===== src/rtl/tht_pkg.sv =====
// Shared types and constants for the touch region hit test block.
// Used by tht_ctrl, tht_dp and touch_region_hit_test_top; depends on nothing.
`default_nettype none

package tht_pkg;

	localparam int FUNC_W    = 2;
	localparam int INDEX_W   = 4;
	localparam int BYTE_W    = 8;
	localparam int ENTRY_W   = 4 * BYTE_W;
	localparam int HIT_IDX_W = 4;

	// Item functions
	localparam logic [FUNC_W-1:0] FUNC_WRITE = 2'd0;
	localparam logic [FUNC_W-1:0] FUNC_SCAN  = 2'd1;
	localparam logic [FUNC_W-1:0] FUNC_TEST  = 2'd2;

	// First-byte markers and the value of an entry never written
	localparam logic [BYTE_W-1:0]  MARK_END    = 8'hff;
	localparam logic [BYTE_W-1:0]  MARK_CIRCLE = 8'hfe;
	localparam logic [ENTRY_W-1:0] ENTRY_EMPTY = 32'hffff_ffff;

	typedef enum logic [1:0] {
		ST_IDLE,
		ST_ISSUE,
		ST_WAIT,
		ST_DONE
	} state_t;

	// Controller to datapath
	typedef struct packed {
		logic load;      // latch item fields, set read address
		logic wr_en;     // write the table entry from the input ports
		logic issue;     // read one entry and advance the address
		logic flush;     // drop entries still in flight
		logic res_zero;  // stage a no-hit result
		logic res_load;  // stage the evaluated result
		logic out_load;  // move the staged result to the output register
	} ctl_cmd_t;

	// Datapath to controller
	typedef struct packed {
		logic idx_ok;      // input index lies inside the table
		logic issue_last;  // address being issued is the final one
		logic eval_stop;   // evaluated entry ends the item
	} dp_status_t;

endpackage

`default_nettype wire


===== src/rtl/touch_region_hit_test_top.sv =====
// Top level of the touch region hit test block: ties the controller to the datapath.
// Depends on tht_pkg, tht_ctrl and tht_dp.
`default_nettype none

// Channel   Handshake            Payload
// input     in_valid / in_stall  func, index, byte_a..byte_d, rects_only,
//                                touch_active, point_x, point_y
// output    out_valid / out_stall hit, hit_index
//
// A write, an inactive touch, an unused function or an out-of-range single test
// answers without reading the table. A scan walks the table through the
// one-entry-per-cycle read port and a two-stage test pipeline; a single test reads
// one entry. Reset clears every written flag at once, so the table reads as end
// markers immediately; no clearing pass. A finished result waits in the output
// register while the next transaction is taken; a stalled output holds its payload.

module touch_region_hit_test_top #(
	parameter int REGION_ENTRIES = 16
) (
	input  wire                           clk,
	input  wire                           arst_n,
	input  wire                           in_valid,
	output logic                          in_stall,
	input  wire [tht_pkg::FUNC_W-1:0]     func,
	input  wire [tht_pkg::INDEX_W-1:0]    index,
	input  wire [tht_pkg::BYTE_W-1:0]     byte_a,
	input  wire [tht_pkg::BYTE_W-1:0]     byte_b,
	input  wire [tht_pkg::BYTE_W-1:0]     byte_c,
	input  wire [tht_pkg::BYTE_W-1:0]     byte_d,
	input  wire                           rects_only,
	input  wire                           touch_active,
	input  wire [tht_pkg::BYTE_W-1:0]     point_x,
	input  wire [tht_pkg::BYTE_W-1:0]     point_y,
	output logic                          out_valid,
	input  wire                           out_stall,
	output logic                          hit,
	output logic [tht_pkg::HIT_IDX_W-1:0] hit_index
);

	tht_pkg::ctl_cmd_t   cmd;
	tht_pkg::dp_status_t st;

	// Sequence each transaction: accept, walk the table, stage and hand off the result
	tht_ctrl u_ctrl (
		.clk          (clk),
		.arst_n       (arst_n),
		.in_valid     (in_valid),
		.func         (func),
		.touch_active (touch_active),
		.out_stall    (out_stall),
		.st           (st),
		.cmd          (cmd),
		.in_stall     (in_stall),
		.out_valid    (out_valid)
	);

	// Hold the table, test one entry per cycle, hold the result
	tht_dp #(
		.REGION_ENTRIES (REGION_ENTRIES)
	) u_dp (
		.clk        (clk),
		.arst_n     (arst_n),
		.cmd        (cmd),
		.st         (st),
		.func       (func),
		.index      (index),
		.byte_a     (byte_a),
		.byte_b     (byte_b),
		.byte_c     (byte_c),
		.byte_d     (byte_d),
		.rects_only (rects_only),
		.point_x    (point_x),
		.point_y    (point_y),
		.hit        (hit),
		.hit_index  (hit_index)
	);

endmodule

`default_nettype wire


===== src/rtl/tht_ctrl.sv =====
// Controller state machine for the touch region hit test block.
// Depends on tht_pkg; drives tht_dp through ctl_cmd_t and reads dp_status_t.
`default_nettype none

module tht_ctrl (
	input  wire                        clk,
	input  wire                        arst_n,
	input  wire                        in_valid,
	input  wire [tht_pkg::FUNC_W-1:0]  func,
	input  wire                        touch_active,
	input  wire                        out_stall,
	input  wire tht_pkg::dp_status_t   st,
	output tht_pkg::ctl_cmd_t          cmd,
	output logic                       in_stall,
	output logic                       out_valid
);

	tht_pkg::state_t state_q;
	tht_pkg::state_t state_nxt;
	logic            out_valid_q;
	logic            accept;
	logic            needs_scan;
	logic            out_free;

	assign in_stall = (state_q != tht_pkg::ST_IDLE);
	assign accept   = in_valid && (state_q == tht_pkg::ST_IDLE);
	assign out_free = !out_valid_q || !out_stall;
	assign out_valid = out_valid_q;

	// Scans and in-range single tests with an active touch go through the table; all else answers at once
	assign needs_scan = touch_active &&
		((func == tht_pkg::FUNC_SCAN) || ((func == tht_pkg::FUNC_TEST) && st.idx_ok));

	always_comb begin
		state_nxt = state_q;
		unique case (state_q)
			tht_pkg::ST_IDLE: begin
				if (accept) begin
					state_nxt = needs_scan ? tht_pkg::ST_ISSUE : tht_pkg::ST_DONE;
				end
			end
			tht_pkg::ST_ISSUE: begin
				priority if (st.eval_stop) begin
					state_nxt = tht_pkg::ST_DONE;
				end else if (st.issue_last) begin
					state_nxt = tht_pkg::ST_WAIT;
				end
			end
			tht_pkg::ST_WAIT: begin
				if (st.eval_stop) begin
					state_nxt = tht_pkg::ST_DONE;
				end
			end
			tht_pkg::ST_DONE: begin
				if (out_free) begin
					state_nxt = tht_pkg::ST_IDLE;
				end
			end
			default: state_nxt = tht_pkg::ST_IDLE;
		endcase
	end

	always_comb begin
		cmd = '0;
		unique case (state_q)
			tht_pkg::ST_IDLE: begin
				if (accept) begin
					cmd.load     = needs_scan;
					cmd.res_zero = !needs_scan;
					cmd.wr_en    = (func == tht_pkg::FUNC_WRITE) && st.idx_ok;
				end
			end
			tht_pkg::ST_ISSUE: begin
				cmd.issue    = !st.eval_stop;
				cmd.res_load = st.eval_stop;
				cmd.flush    = st.eval_stop;
			end
			tht_pkg::ST_WAIT: begin
				cmd.res_load = st.eval_stop;
				cmd.flush    = st.eval_stop;
			end
			tht_pkg::ST_DONE: begin
				cmd.out_load = out_free;
			end
			default: cmd = '0;
		endcase
	end

	always_ff @(posedge clk or negedge arst_n) begin
		if (!arst_n) begin
			state_q     <= tht_pkg::ST_IDLE;
			out_valid_q <= 1'b0;
		end else begin
			state_q <= state_nxt;
			if (cmd.out_load) begin
				out_valid_q <= 1'b1;
			end else if (!out_stall) begin
				out_valid_q <= 1'b0;
			end
		end
	end

endmodule

`default_nettype wire


===== src/rtl/tht_dp.sv =====
// Datapath for the touch region hit test block: region table, read pipeline,
// rectangle and circle tests, result staging and output register. Depends on tht_pkg.
`default_nettype none

module tht_dp #(
	parameter int REGION_ENTRIES = 16
) (
	input  wire                          clk,
	input  wire                          arst_n,
	input  wire tht_pkg::ctl_cmd_t       cmd,
	output tht_pkg::dp_status_t          st,
	input  wire [tht_pkg::FUNC_W-1:0]    func,
	input  wire [tht_pkg::INDEX_W-1:0]   index,
	input  wire [tht_pkg::BYTE_W-1:0]    byte_a,
	input  wire [tht_pkg::BYTE_W-1:0]    byte_b,
	input  wire [tht_pkg::BYTE_W-1:0]    byte_c,
	input  wire [tht_pkg::BYTE_W-1:0]    byte_d,
	input  wire                          rects_only,
	input  wire [tht_pkg::BYTE_W-1:0]    point_x,
	input  wire [tht_pkg::BYTE_W-1:0]    point_y,
	output logic                         hit,
	output logic [tht_pkg::HIT_IDX_W-1:0] hit_index
);

	localparam int AW = (REGION_ENTRIES > 1) ? $clog2(REGION_ENTRIES) : 1;
	localparam logic [AW-1:0] LAST_ADDR = AW'(REGION_ENTRIES - 1);
	localparam int BW = tht_pkg::BYTE_W;
	localparam int SQ_W = 2 * BW;

	// Region table and per-entry written flags
	logic [tht_pkg::ENTRY_W-1:0] mem [REGION_ENTRIES];
	logic [REGION_ENTRIES-1:0]   vld_q;

	// Latched item
	logic [BW-1:0] x_q;
	logic [BW-1:0] y_q;
	logic          rects_q;
	logic          scan_q;
	logic [AW-1:0] addr_q;
	logic [AW-1:0] wr_addr;

	// Read stage
	logic                        v_s1;
	logic [tht_pkg::ENTRY_W-1:0] rd_s1;
	logic                        wr_s1;
	logic [AW-1:0]               idx_s1;
	logic                        last_s1;
	logic [tht_pkg::ENTRY_W-1:0] ent;
	logic [BW-1:0]               e_top, e_bot, e_left, e_right;

	// Test stage
	logic                v_s2;
	logic [AW-1:0]       idx_s2;
	logic                last_s2;
	logic                end_s2;
	logic                circ_s2;
	logic                rect_in_s2;
	logic [SQ_W-1:0]     dx2_s2;
	logic [SQ_W-1:0]     dy2_s2;
	logic [SQ_W-1:0]     r2_s2;

	logic [BW:0]         ax, bx, ay, by;
	logic signed [BW:0]  dx, dy;
	logic signed [2*BW+1:0] dx_sq, dy_sq;
	logic [SQ_W-1:0]     r_sq;
	logic [SQ_W:0]       dist_sq;
	logic                circ_in;
	logic                end_stop;
	logic                eval_hit;

	// Staged result and output register
	logic                          res_hit_q;
	logic [tht_pkg::HIT_IDX_W-1:0] res_idx_q;
	logic                          out_hit_q;
	logic [tht_pkg::HIT_IDX_W-1:0] out_idx_q;

	assign wr_addr = AW'(index);
	assign st.idx_ok = (32'(index) < 32'(REGION_ENTRIES));
	assign st.issue_last = !scan_q || (addr_q == LAST_ADDR);

	// Table write and read
	always_ff @(posedge clk) begin
		if (cmd.wr_en) begin
			mem[wr_addr] <= {byte_a, byte_b, byte_c, byte_d};
		end
	end

	always_ff @(posedge clk) begin
		if (cmd.issue) begin
			rd_s1   <= mem[addr_q];
			wr_s1   <= vld_q[addr_q];
			idx_s1  <= addr_q;
			last_s1 <= st.issue_last;
		end
	end

	always_ff @(posedge clk or negedge arst_n) begin
		if (!arst_n) begin
			vld_q <= '0;
		end else if (cmd.wr_en) begin
			vld_q[wr_addr] <= 1'b1;
		end
	end

	// Item latch and read address
	always_ff @(posedge clk) begin
		if (cmd.load) begin
			x_q     <= point_x;
			y_q     <= point_y;
			scan_q  <= (func == tht_pkg::FUNC_SCAN);
			rects_q <= (func == tht_pkg::FUNC_SCAN) && rects_only;
			addr_q  <= (func == tht_pkg::FUNC_SCAN) ? '0 : wr_addr;
		end else if (cmd.issue) begin
			addr_q <= addr_q + 1'b1;
		end
	end

	// Unwritten entries read as end markers
	assign ent = wr_s1 ? rd_s1 : tht_pkg::ENTRY_EMPTY;
	assign e_top   = ent[4*BW-1:3*BW];
	assign e_bot   = ent[3*BW-1:2*BW];
	assign e_left  = ent[2*BW-1:BW];
	assign e_right = ent[BW-1:0];

	// Wrapping differences keep their order in one extra bit
	always_comb begin
		ax = {1'b0, x_q} - {1'b0, e_left};
		bx = {1'b0, e_right} - {1'b0, e_left};
		ay = {1'b0, y_q} - {1'b0, e_top};
		by = {1'b0, e_bot} - {1'b0, e_top};
		dx = $signed({1'b0, e_bot}) - $signed({1'b0, x_q});
		dy = $signed({1'b0, e_left}) - $signed({1'b0, y_q});
		dx_sq = dx * dx;
		dy_sq = dy * dy;
		r_sq  = e_right * e_right;
	end

	always_ff @(posedge clk) begin
		idx_s2     <= idx_s1;
		last_s2    <= last_s1;
		end_s2     <= (e_top == tht_pkg::MARK_END);
		circ_s2    <= (e_top == tht_pkg::MARK_CIRCLE) && !rects_q;
		rect_in_s2 <= (ax < bx) && (ay < by);
		dx2_s2     <= dx_sq[SQ_W-1:0];
		dy2_s2     <= dy_sq[SQ_W-1:0];
		r2_s2      <= r_sq;
	end

	always_ff @(posedge clk or negedge arst_n) begin
		if (!arst_n) begin
			v_s1 <= 1'b0;
			v_s2 <= 1'b0;
		end else begin
			v_s1 <= cmd.issue && !cmd.flush;
			v_s2 <= v_s1 && !cmd.flush;
		end
	end

	// Decide on the entry in the test stage
	assign dist_sq  = {1'b0, dx2_s2} + {1'b0, dy2_s2};
	assign circ_in  = dist_sq < {1'b0, r2_s2};
	assign end_stop = scan_q && end_s2;
	assign eval_hit = !end_stop && (circ_s2 ? circ_in : rect_in_s2);
	assign st.eval_stop = v_s2 && (last_s2 || end_stop || eval_hit);

	always_ff @(posedge clk) begin
		priority if (cmd.res_zero) begin
			res_hit_q <= 1'b0;
			res_idx_q <= '0;
		end else if (cmd.res_load) begin
			res_hit_q <= eval_hit;
			res_idx_q <= eval_hit ? tht_pkg::HIT_IDX_W'(idx_s2) : '0;
		end
	end

	always_ff @(posedge clk) begin
		if (cmd.out_load) begin
			out_hit_q <= res_hit_q;
			out_idx_q <= res_idx_q;
		end
	end

	assign hit       = out_hit_q;
	assign hit_index = out_idx_q;

endmodule

`default_nettype wire

===== config.mk =====
export PLATFORM = sky130hd
export DESIGN_NAME = touch_region_hit_test_top
export DESIGN_NICKNAME = d
export VERILOG_FILES = /design/src/rtl/tht_pkg.sv /design/src/rtl/touch_region_hit_test_top.sv /design/src/rtl/tht_ctrl.sv /design/src/rtl/tht_dp.sv
export SDC_FILE = /design/constraint.sdc
export NUM_CORES = 1
export LEC_CHECK = 0
export BUFFER_PORTS_ARGS = -buffer_cell sky130_fd_sc_hd__buf_2
export CAP_MARGIN = 20
export CORE_AREA = 3 3 337 339
export CTS_CLUSTER_DIAMETER = 30
export CTS_CLUSTER_SIZE = 8
export DETAILED_ROUTE_END_ITERATION = 7
export DIE_AREA = 0 0 340 342
export PLACE_DENSITY = 0.42
export SYNTH_ARGS = -nofsm -noshare
export SYNTH_HDL_FRONTEND = slang
export SYNTH_SLANG_ARGS = --single-unit

===== constraint.sdc =====
create_clock -name clk -period 10.7 [get_ports clk]
set_clock_uncertainty 0.1 [all_clocks]
set_input_delay 0.535 -clock clk [delete_from_list [all_inputs] [get_ports clk]]
set_output_delay 0.535 -clock clk [all_outputs]
set_load 0.05 [all_outputs]

==> results.py <==
metrics = {
    "floorplan": {
        "rows": 122,
        "die_w_um": 340,
        "dieHeight_um": 342,
        "start_util_pct": 29.9,
        "io_pins": 67,
        "die_area_sq_um": 116000,
        "core_sq_um": 111000,
    },
    "route": {
        "antenna_left": 0,
        "vias": 19153,
        "drc_errors": 0,
        "viasPerCell": 4.59,
        "finalWirelength_um": 85300,
        "routedWlPerCell_um": 20.5,
        "first_pass_iters": 5,
        "drt_iter0_drc": 945,
    },
    "worst_setup_path": {
        "slowest_delay_ns": 0.53,
        "critPathRequiredTime_ns": 11.17,
        "critPathMaxFanout": 32,
        "critPathCaptureType": "register",
        "cp_slowest_cell": "fa_1",
        "cp.arrival_ns": 7.84,
        "crit_type": "register to register",
        "r2r_slack_ns": 3.33,
        "cp-start-kind": "register",
    },
    "place": {
        "dp_hpwl_um": 52400,
        "dpl_worst_slack_ns": 3.28,
        "dpl_cell_area_sq_um": 35400,
        "portBuffers": 66,
        "gp_congestion": 0.788,
    },
    "grt": {
        "overflow": 0,
        "track_usage_pct": 14.9,
        "grt_pass1_vias": 20783,
        "antenna_found_initial": 17,
        "grt_first_pass_wirelength_um": 129000,
        "grt_max_degree": 106,
    },
    "clocking": {
        "clock_sinks": 656,
        "worstSkewPairLatency_ns": 0.73,
        "root_buffer": "clkbuf_16",
        "cts_buffers": 163,
        "htree_levels": 4,
        "cts-resized-gates": 0,
        "cts_tree": "built",
        "clockBufferDepth": 3,
        "clkTransAtPathRegs_ns": 0.04,
        "postCtsSetupBuffers": 0,
    },
    "timing": {
        "finalHoldViolCount": 0,
        "period_needed_ns": 7.37,
        "slew_violations": 0,
        "rsz0062_at_grt": "no",
        "fmax_ghz": 0.136,
        "setup_viol": 0,
        "slew_headroom_pct": 27.7,
        "fin_crit_sh_pct": 68.9,
        "finalWorstSetupSlack_ns": 3.33,
        "tightestPinTransition_ns": 1.08,
        "fin_tns_setup_ns": 0,
    },
    "finish": {
        "area_growth_pct": 24.9,
        "final_core_util_pct": 37.4,
        "stdcell_area_sq_um": 41400,
        "fin_nets": 2933,
        "layout-drive-gt1-share_pct": 18.9,
    },
    "synth": {
        "synth_edf_count": 577,
        "ys_types": 62,
        "syn_inst": 2328,
        "ys_async_sr_fraction_pct": 3.20,
        "syn_area_sq_um": 33100,
        "synth_top_area_share_pct": 52.3,
        "synth_fp_nets": 2719,
        "synth_ff_type": "edfxtp_1",
        "yosysWarnings": 0,
        "ys_seq_area_share_pct": 57.4,
        "ys_seq_elements": 656,
        "yosys-top-cells-area": "edfxtp_1, fa_1, ha_1",
        "avgSynthCellArea_sq_um": 14.2,
        "yosysTopAreaCell": "edfxtp_1",
    },
    "outcome": {
        "outcome": "completed",
    },
    "worst_hold_path": {
        "hp-class": "input port to register",
    },
    "flow_run": {
        "maxCapViolCount": 0,
    },
}
==> repair_timing <==
action                                 4_1_cts  5_1_grt
hold buffers                                18        0
endpoints found under the hold margin       38        0
setup endpoints to repair                    0        0
==> worst paths after layout <==
path	start	end	cells past startpoint
max	u_dp.wr_s1	u_dp.dx2_s2[15]	28
min	byte_a[3]	u_dp.mem[10][27]	1
max reg2reg	u_dp.wr_s1	u_dp.dx2_s2[15]	28
min reg2reg	u_dp.idx_s1[0]	u_dp.idx_s2[0]	0
max in group asynchronous	arst_n	u_dp.vld_q[4]	2
min in group asynchronous	arst_n	u_ctrl.out_valid	2
==> state kept, by name, indices dropped and copies added (netlist names), 2 cells and up <==
signal / count
u_dp.idx_s2: 4
u_dp.dy2_s2: 15
u_dp.r2_s2: 15
u_dp.res_idx_q: 4
u_dp.rd_s1: 32
u_dp.dx2_s2: 15
u_ctrl.state_q: 2
u_dp.y_q: 8
u_dp.idx_s1: 4
u_dp.mem: 512
u_dp.x_q: 8
u_dp.addr_q: 4
u_dp.vld_q: 16
u_dp.hit_index: 4
==> synth_stat cells (17+ instances only) <==
cell type	count
a21o_1	32
a21oi_1	89
a221oi_1	33
a22oi_1	33
and2_1	19
clkbuf_1	45
dfrtp_1	21
dfxtp_1	58
edfxtp_1	577
fa_1	129
ha_1	202
inv_1	247
mux2_2	32
mux2i_1	102
mux4_2	66
nand2_1	121
nand2b_1	33
nor2_1	97
nor2b_1	39
nor3_1	20
o21ai_0	104
or2_2	17
xnor2_1	75
xor2_1	30
==> layout make-up <==
| type | instances | area, sq um |
|---|---|---|
| Fill cell | 10453 | 69300 |
| Clock buffer | 188 | 4250 |
| Tap cell | 1488 | 1860 |
| Clock inverter | 115 | 1510 |
| Antenna cell | 2 | 5.00 |
| Inverter | 248 | 931 |
| Sequential cell | 656 | 19000 |
| Multi-Input combinational cell | 1357 | 13100 |
| Timing Repair Buffer | 116 | 763 |
==> worst max-delay path: cells and delay by family (launching register included) <==
kind	cells	cell delay (ns)
xor+xnor	2	0.44
buf+inv	6	0.60
simple gates	3	0.75
flops	1	0.31
compound gates	9	1.80
fa+ha+maj	8	3.23
==> routing by layer <==
| metal | vias up | share of wire (%) | GRT usage [%] |
|---|---|---|---|
| li1 | 8950 | - | - |
| met1 | 9676 | 43 | 18.4 |
| met2 | 343 | 49 | 25.1 |
| met3 | 172 | 4.4 | 3.51 |
| met4 | 12 | 3.1 | 5.85 |
| met5 | - | 0.080 | 0 |
==> cell families after synthesis <==
logic type	count (synthesis)	share of synthesized area, %
compound gates	345	6.72
flops	656	57.4
buf+inv	315	3.61
simple gates	376	5.43
fa+ha+maj	331	15.4
mux	200	8.65
xor+xnor	105	2.78
==> through the flow <==
step                std cells  hold WS (ns)
detailed placement       3847         0.229
CTS                      4168        0.0204
global route             4168        0.0391
global placement         3847         0.229
floorplan                2328         0.139
finish                   4170        0.0850
==> layout by cell type, fill, tap and decap left out, drive strengths merged, types with 6 or more instances in the layout <==
cell / n
edfxtp: 577
inv: 249
ha: 202
clkbuf: 188
fa: 129
nand2: 121
o21ai: 106
mux2i: 102
buf: 98
nor2: 97
a21oi: 89
xnor2: 75
clkinv: 68
mux4: 66
dfxtp: 58
nor2b: 39
nand2b: 33
a221oi: 33
a22oi: 33
a21o: 32
mux2: 32
xor2: 30
bufinv: 27
nor3: 22
dfrtp: 21
and2: 20
clkinvlp: 19
dlygate4sd3: 18
or2: 17
o21bai: 11
nand3: 9
a31oi: 6
Power is left out: the tool's default activity adds up to more than one toggle a clock period on the data nets, which glitch-free logic cannot reach.
